==> config.mk <==
export PLATFORM = sky130hd
export DESIGN_NAME = indexed_deque_list_flat
export DESIGN_NICKNAME = d
export VERILOG_FILES = /design/src/rtl/core/idl_pkg.sv /design/src/rtl/core/idl_req_if.sv /design/src/rtl/core/idl_rsp_if.sv /design/src/rtl/core/indexed_deque_list.sv /design/src/flat_wrapper.sv
export SDC_FILE = /design/constraint.sdc
export NUM_CORES = 1
export LEC_CHECK = 0
export BUFFER_PORTS_ARGS = -buffer_cell sky130_fd_sc_hd__buf_2
export CORE_MARGIN = 10
export CORE_UTILIZATION = 35
export DETAILED_ROUTE_END_ITERATION = 12
export SLEW_MARGIN = 0
export SYNTH_ARGS = -nofsm -noshare
export SYNTH_HDL_FRONTEND = slang
export SYNTH_SLANG_ARGS = --single-unit
==> constraint.sdc <==
create_clock -name clk -period 7.23 [get_ports clk]
set_input_delay 0.3615 -clock clk [delete_from_list [all_inputs] [get_ports clk]]
set_output_delay 0.3615 -clock clk [all_outputs]
set_load 0.02 [all_outputs]
==> src/rtl/core/idl_pkg.sv <==
// ----------------------------------------------------------------------------
// idl_pkg
// Shared widths, request codes and defaults for the indexed deque list.
// ----------------------------------------------------------------------------
`default_nettype none

package idl_pkg;

	localparam int KindW        = 4;
	localparam int PosW         = 4;
	localparam int WordW        = 32;
	localparam int CountW       = 5;
	localparam int DefCapacity  = 16;

	typedef enum logic [KindW-1:0] {
		KIND_PUSH_BACK    = 4'd0,
		KIND_PUSH_FRONT   = 4'd1,
		KIND_GET          = 4'd2,
		KIND_REMOVE_FRONT = 4'd3,
		KIND_REMOVE_BACK  = 4'd4,
		KIND_REMOVE_AT    = 4'd5,
		KIND_INSERT_AT    = 4'd6,
		KIND_CLEAR        = 4'd7,
		KIND_LENGTH       = 4'd8
	} kind_t;

endpackage

`default_nettype wire

==> src/rtl/core/idl_req_if.sv <==
// ----------------------------------------------------------------------------
// idl_req_if
// Request channel of the indexed deque list: valid/ready plus payload.
// ----------------------------------------------------------------------------
`default_nettype none

interface idl_req_if;

	logic                        valid;
	logic                        ready;
	logic [idl_pkg::KindW-1:0]   kind;
	logic [idl_pkg::PosW-1:0]    position;
	logic [idl_pkg::WordW-1:0]   value_in;

	modport source (output valid, output kind, output position, output value_in,
		input ready);
	modport sink (input valid, input kind, input position, input value_in,
		output ready);

endinterface

`default_nettype wire

==> src/rtl/core/idl_rsp_if.sv <==
// ----------------------------------------------------------------------------
// idl_rsp_if
// Response channel of the indexed deque list: valid/ready plus payload.
// ----------------------------------------------------------------------------
`default_nettype none

interface idl_rsp_if;

	logic                        valid;
	logic                        ready;
	logic                        ok;
	logic [idl_pkg::WordW-1:0]   value_out;
	logic [idl_pkg::CountW-1:0]  count;

	modport source (output valid, output ok, output value_out, output count,
		input ready);
	modport sink (input valid, input ok, input value_out, input count,
		output ready);

endinterface

`default_nettype wire

==> src/rtl/core/indexed_deque_list.sv <==
// push_back, remove_back, clear, length and refused requests go straight to
// the response state; get first reads the entry; push_front, insert_at,
// remove_front and remove_at first move entries, each move one read then one
// write on the storage array. Ready is high only when idle, so a new request
// waits until the last is answered; a held response stalls that on rsp.ready.
// Reset clears the count and the control state; storage is not cleared.
// ----------------------------------------------------------------------------
// indexed_deque_list
// Ordered list of words in a RAM with indexed insert/remove by entry moves.
// ----------------------------------------------------------------------------
`default_nettype none

module indexed_deque_list #(
	parameter int CAPACITY = idl_pkg::DefCapacity
) (
	input  wire        clk,
	input  wire        arst_n,
	idl_req_if.sink    req,
	idl_rsp_if.source  rsp
);
	import idl_pkg::*;

	localparam int CW = $clog2(CAPACITY + 1);
	localparam int AW = (CAPACITY > 1) ? $clog2(CAPACITY) : 1;
	localparam int PW = (CW > PosW) ? CW : PosW;

	typedef enum logic [6:0] {
		ST_IDLE  = 7'b0000001,
		ST_UP_RD = 7'b0000010,
		ST_UP_WR = 7'b0000100,
		ST_DN_RD = 7'b0001000,
		ST_DN_WR = 7'b0010000,
		ST_GET   = 7'b0100000,
		ST_RESP  = 7'b1000000
	} state_t;

	state_t state_q, state_d;
	logic [CW-1:0] cnt_q, cnt_d;
	logic [CW-1:0] ptr_q, ptr_d;
	logic [CW-1:0] lo_q, lo_d;
	logic [WordW-1:0] val_q, val_d;
	logic [WordW-1:0] data_q, data_d;
	logic ok_q, ok_d;

	logic [WordW-1:0] mem_q [CAPACITY];
	logic [WordW-1:0] rd_q;
	logic mem_we;
	logic [AW-1:0] mem_wa, mem_ra;
	logic [WordW-1:0] mem_wd;

	logic rsp_v_q, rsp_ok_q, load_rsp;
	logic [WordW-1:0] rsp_value_q;
	logic [CountW-1:0] rsp_count_q;

	logic full, pos_ok;

	assign full   = (cnt_q == CW'(CAPACITY));
	assign pos_ok = (PW'(req.position) < PW'(cnt_q));

	assign req.ready     = (state_q == ST_IDLE);
	assign rsp.valid     = rsp_v_q;
	assign rsp.ok        = rsp_ok_q;
	assign rsp.value_out = rsp_value_q;
	assign rsp.count     = rsp_count_q;

	always_comb begin
		state_d  = state_q;
		cnt_d    = cnt_q;
		ptr_d    = ptr_q;
		lo_d     = lo_q;
		val_d    = val_q;
		data_d   = data_q;
		ok_d     = ok_q;
		mem_we   = 1'b0;
		mem_wa   = AW'(cnt_q);
		mem_wd   = req.value_in;
		mem_ra   = AW'(req.position);
		load_rsp = 1'b0;
		unique case (state_q)
			ST_IDLE: begin
				if (req.valid) begin
					val_d   = req.value_in;
					data_d  = '0;
					ok_d    = 1'b0;
					state_d = ST_RESP;
					unique case (req.kind)
						KIND_PUSH_BACK: begin
							if (!full) begin
								mem_we = 1'b1;
								cnt_d  = cnt_q + CW'(1);
								ok_d   = 1'b1;
							end
						end
						KIND_PUSH_FRONT: begin
							if (!full) begin
								ok_d    = 1'b1;
								lo_d    = '0;
								ptr_d   = cnt_q;
								state_d = ST_UP_RD;
							end
						end
						KIND_INSERT_AT: begin
							if (!full && pos_ok) begin
								ok_d    = 1'b1;
								lo_d    = CW'(req.position);
								ptr_d   = cnt_q;
								state_d = ST_UP_RD;
							end
						end
						KIND_GET: begin
							if (pos_ok) begin
								ok_d    = 1'b1;
								state_d = ST_GET;
							end
						end
						KIND_REMOVE_FRONT: begin
							if (cnt_q != '0) begin
								ok_d    = 1'b1;
								ptr_d   = CW'(1);
								state_d = ST_DN_RD;
							end
						end
						KIND_REMOVE_BACK: begin
							if (cnt_q != '0) begin
								ok_d  = 1'b1;
								cnt_d = cnt_q - CW'(1);
							end
						end
						KIND_REMOVE_AT: begin
							if (pos_ok) begin
								ok_d    = 1'b1;
								ptr_d   = CW'(req.position) + CW'(1);
								state_d = ST_DN_RD;
							end
						end
						KIND_CLEAR: begin
							ok_d  = 1'b1;
							cnt_d = '0;
						end
						KIND_LENGTH: ok_d = 1'b1;
						default: ok_d = 1'b0;
					endcase
				end
			end
			// open a gap: ptr is the destination, walking down to lo
			ST_UP_RD: begin
				if (ptr_q == lo_q) begin
					mem_we  = 1'b1;
					mem_wa  = AW'(lo_q);
					mem_wd  = val_q;
					cnt_d   = cnt_q + CW'(1);
					state_d = ST_RESP;
				end else begin
					mem_ra  = AW'(ptr_q - CW'(1));
					state_d = ST_UP_WR;
				end
			end
			ST_UP_WR: begin
				mem_we  = 1'b1;
				mem_wa  = AW'(ptr_q);
				mem_wd  = rd_q;
				ptr_d   = ptr_q - CW'(1);
				state_d = ST_UP_RD;
			end
			// close a gap: ptr is the source, walking up to count
			ST_DN_RD: begin
				if (ptr_q == cnt_q) begin
					cnt_d   = cnt_q - CW'(1);
					state_d = ST_RESP;
				end else begin
					mem_ra  = AW'(ptr_q);
					state_d = ST_DN_WR;
				end
			end
			ST_DN_WR: begin
				mem_we  = 1'b1;
				mem_wa  = AW'(ptr_q - CW'(1));
				mem_wd  = rd_q;
				ptr_d   = ptr_q + CW'(1);
				state_d = ST_DN_RD;
			end
			ST_GET: begin
				data_d  = rd_q;
				state_d = ST_RESP;
			end
			ST_RESP: begin
				if (!rsp_v_q || rsp.ready) begin
					load_rsp = 1'b1;
					state_d  = ST_IDLE;
				end
			end
			default: state_d = ST_IDLE;
		endcase
	end

	// storage: at most one write and one registered read per cycle
	always_ff @(posedge clk) begin
		if (mem_we) begin
			mem_q[mem_wa] <= mem_wd;
		end
		rd_q <= mem_q[mem_ra];
	end

	always_ff @(posedge clk or negedge arst_n) begin
		if (!arst_n) begin
			state_q <= ST_IDLE;
			cnt_q   <= '0;
			rsp_v_q <= 1'b0;
		end else begin
			state_q <= state_d;
			cnt_q   <= cnt_d;
			if (load_rsp) begin
				rsp_v_q <= 1'b1;
			end else if (rsp.ready) begin
				rsp_v_q <= 1'b0;
			end
		end
	end

	always_ff @(posedge clk) begin
		ptr_q  <= ptr_d;
		lo_q   <= lo_d;
		val_q  <= val_d;
		data_q <= data_d;
		ok_q   <= ok_d;
		if (load_rsp) begin
			rsp_ok_q    <= ok_q;
			rsp_value_q <= data_q;
			rsp_count_q <= CountW'(cnt_q);
		end
	end

endmodule

`default_nettype wire
==> src/flat_wrapper.sv <==
// flat-port wrapper written by rule: the top's interface ports become plain ports
module indexed_deque_list_flat import idl_pkg::*;
#(
	parameter int CAPACITY = idl_pkg::DefCapacity
)
  (clk, arst_n, req_valid, req_kind, req_position, req_value_in, req_ready, rsp_valid, rsp_ok, rsp_value_out, rsp_count, rsp_ready);
  idl_req_if req_i ();
  idl_rsp_if rsp_i ();
  input  wire clk;
  input  wire arst_n;
  input wire logic [$bits(req_i.valid)-1:0] req_valid;
  input wire logic [$bits(req_i.kind)-1:0] req_kind;
  input wire logic [$bits(req_i.position)-1:0] req_position;
  input wire logic [$bits(req_i.value_in)-1:0] req_value_in;
  output wire logic [$bits(req_i.ready)-1:0] req_ready;
  output wire logic [$bits(rsp_i.valid)-1:0] rsp_valid;
  output wire logic [$bits(rsp_i.ok)-1:0] rsp_ok;
  output wire logic [$bits(rsp_i.value_out)-1:0] rsp_value_out;
  output wire logic [$bits(rsp_i.count)-1:0] rsp_count;
  input wire logic [$bits(rsp_i.ready)-1:0] rsp_ready;
  assign req_i.valid = req_valid;
  assign req_i.kind = req_kind;
  assign req_i.position = req_position;
  assign req_i.value_in = req_value_in;
  assign req_ready = req_i.ready;
  assign rsp_valid = rsp_i.valid;
  assign rsp_ok = rsp_i.ok;
  assign rsp_value_out = rsp_i.value_out;
  assign rsp_count = rsp_i.count;
  assign rsp_i.ready = rsp_ready;
  indexed_deque_list #(.CAPACITY(CAPACITY)) u_core (.clk(clk), .arst_n(arst_n), .req(req_i), .rsp(rsp_i));
endmodule
==> results.ini <==
[outcome]
status=finished, final reports clean

[synth]
synth_ff_type=edfxtp_1
synth-async-reset-ratio_pct=1.943
yosysSeqAreaShare_pct=72.43
synth_edf_count=624
ys_top_cells_by_area=edfxtp_1 69%, nand2_1 3.8%, and3_1 3.7%, a211oi_1 3.3%, dfxtp_1 2.4%
avgSynthCellArea_um2=14.20
synth_top_cell_by_area=edfxtp_1
yosysTopAreaCellShare_pct=68.88
netlist_area_um2=27200
syn-num-nets=1969
synth_seq_cells=669
ys_warn_count=0
netlist_instances=1916
synth_cell_types=69

[routing]
vias_per_cell=5.483
post_drt_wl_per_cell_um=22.36
drt_iter0_markers=1647
antenna_left=0
drc=0
drt-total-wl_um=68990
drtPass1Iterations=5
vias=16920

[placed_design]
dp_slack_ps=2754
port_buffers=83
gp_congestion=0.8218
dp_hpwl_um=37020

[critical_path]
arrival_ps=5040
crit_fanout=100
rrSetupSlack_ps=2670
end_kind=register
required_ps=7710
r2r-start=u_core.ptr_q[0]
critPathLaunchType=register
criticalPathCategory=reg2reg
cp-startpoint=u_core.ptr_q[0]

[layout]
final_nets=2041
register_area_um2=19710
insertedDiodeCount=0
fill_cells=7032
drive_gt1_share_pct=13.78
area_growth_pct=15.12
multi_input_area_um2=6960

[global_routing]
grt_usage_pct=15.10
grt_start_max_net_pins=194
grt_pass1_vias=16630
antenna_found_initial=1
grt_pass1_wl_um=104600
grt-ovfl-total=0

[clocking]
cts_root_buf=clkbuf_16
clock-sinks=669
worstSkewPairLatency_ps=610
cts_tree=done
cts_buffer_depth=3
clk_pin_slew_worst_paths_ps=60
cts-buffers-inserted=70
cts_repair_resize_count=0
h-tree-depth=3

[power]
p_leak_uw=0.01069
power.total_uw=8595
ir_drop_v=0.0001754
power.density_nw_per_um2=274.4

[run]
drv_cap=0

[sta]
layout_setup_ws_ps=2671
worstMarginPinSlew_ps=1232
fin_tns_setup_ps=0
fmax_ghz=0.2193
report.final.slew_viol_count=0
min_period_ps=4559
relSlewSlack_pct=17.84
grt_setup_unrepaired=no
hold_slack_ps=76.71
hold_violations=0
clock-skew-final_ps=15.55
fin_crit_sh_pct=63.06
final-setup-viol-count=0

[min_path]
min-delay-start=rsp_ready
min_path_type=in2reg

[floorplan]
die-height_um=298.8
floorplan.die_area_um2=89280
pin_count=84
fp.coreArea_um2=77210
die_w_um=298.8
start_util_pct=35.23
std_cell_rows=102

## per-layer routing
metal / share of wire, % / track usage [%]
met2: 46 / 23.80
met5: 0 / 0
met4: 2.5 / 4.858
met1: 44 / 21.00
met3: 7.0 / 2.588
## cell type report
| type | count | share of cell area (%) |
|---|---|---|
| inverters | 13 | 0.1558 |
| clock inverters | 36 | 0.7910 |
| repair buffers | 150 | 3.316 |
| multi-input cells | 1084 | 22.22 |
| clock buffers | 94 | 6.440 |
| well taps | 1040 | 4.155 |
| flip-flops and latches | 669 | 62.92 |
## final timing paths
kind	to	cells after the start
worst max-delay path	u_core.rd_q[22]	10
worst min-delay path	u_core.rsp.valid	3
worst max register to register	u_core.rd_q[22]	10
worst min register to register	u_core.rsp.value_out[0]	0
max in group asynchronous	u_core.state_q[0]	2
min in group asynchronous	u_core.cnt_q[1]	2
## cells by family (layout without fill, tap and decap cells)
group / Yosys count / in the layout / share of synthesized area, %
DFF: 669 / 669 / 72.43
and+or+nand+nor: 648 / 648 / 11.77
AOI/OAI and AO/OA: 413 / 413 / 12.19
buffers and inverters: 163 / 293 / 2.714
xor gates and xnor gates: 13 / 13 / 0.4185
adders and majority gates: 9 / 9 / 0.4139
muxes: 1 / 1 / 0.05517
## report_power, final
part | internal, uW | leakage (uW) | switching, uW
Clock | 2040 | 0.00113 | 1470
Sequential | 4350 | 0.00610 | 77.7
Combinational | 208 | 0.00347 | 450
Total | 6600 | 0.0107 | 2000
## flip-flops by register name, indices dropped and copies added, names as in the netlist
signal and cells:
u_core.cnt_q 5, u_core.data_q 32, u_core.lo_q 4, u_core.mem_q 512, u_core.ok_q 1, u_core.ptr_q 5, u_core.rd_q 32, u_core.rsp.count 5
u_core.rsp.ok 1, u_core.rsp.valid 1, u_core.rsp.value_out 32, u_core.state_q 7, u_core.val_q 32
## placed cells by master, fill, tap and decap left out, types with 31 or more instances in the layout
cell           instances
a211oi_1             121
a21boi_0              33
a22oi_1               35
a311o_1               32
a311oi_1              32
and2_1                37
and3_1               163
buf_2                 83
buf_4                 31
clkbuf_16             74
dfxtp_1               32
dlygate4sd3_1         33
edfxtp_1             624
nand2_1              277
nand3_1               71
o311ai_1              32
o32ai_1               34
## critical path: stages, from the launching register on
cell and delay [ps]:
edfxtp_1 550, xnor2_1 250, nand3_1 190, o21ai_2 410, o22a_4 460, buf_4 540
buf_4 790, a21boi_0 230, o311ai_1 400, o32ai_1 160, a311o_1 290
## per-stage QoR
stage | cells | cell area, um^2 | util, %
floorplan | 1916 | 27200 | -
global placement | 2923 | 28720 | 37.20
detailed placement | 2923 | 28720 | 37.20
CTS | 3086 | 31320 | 40.56
global route | 3086 | 31320 | 40.56
finish | 3086 | 31320 | 40.56
## Yosys cell counts (6+ instances only)
cell type	instances
nor2_1	43
dfrtp_1	12
buf_2	45
inv_1	13
a311oi_1	32
nor3_1	10
a21oi_1	23
xnor2_1	10
o32ai_1	34
a22oi_1	35
a21boi_0	33
dfxtp_1	32
nand2_1	278
nand2b_1	13
a211oi_2	8
a311o_1	32
buf_6	8
a221oi_1	7
o21ai_0	18
o311ai_1	32
clkbuf_1	91
nor2b_1	6
a211oi_1	121
ha_1	9
edfxtp_1	624
and3_1	163
and2_1	39
nand3_1	71
## repair_timing
action,in CTS,in global routing
hold buffers,33,0
buffers inserted,0,0
hold endpoints to repair,45,0
(Power assumes the default switching activity.)
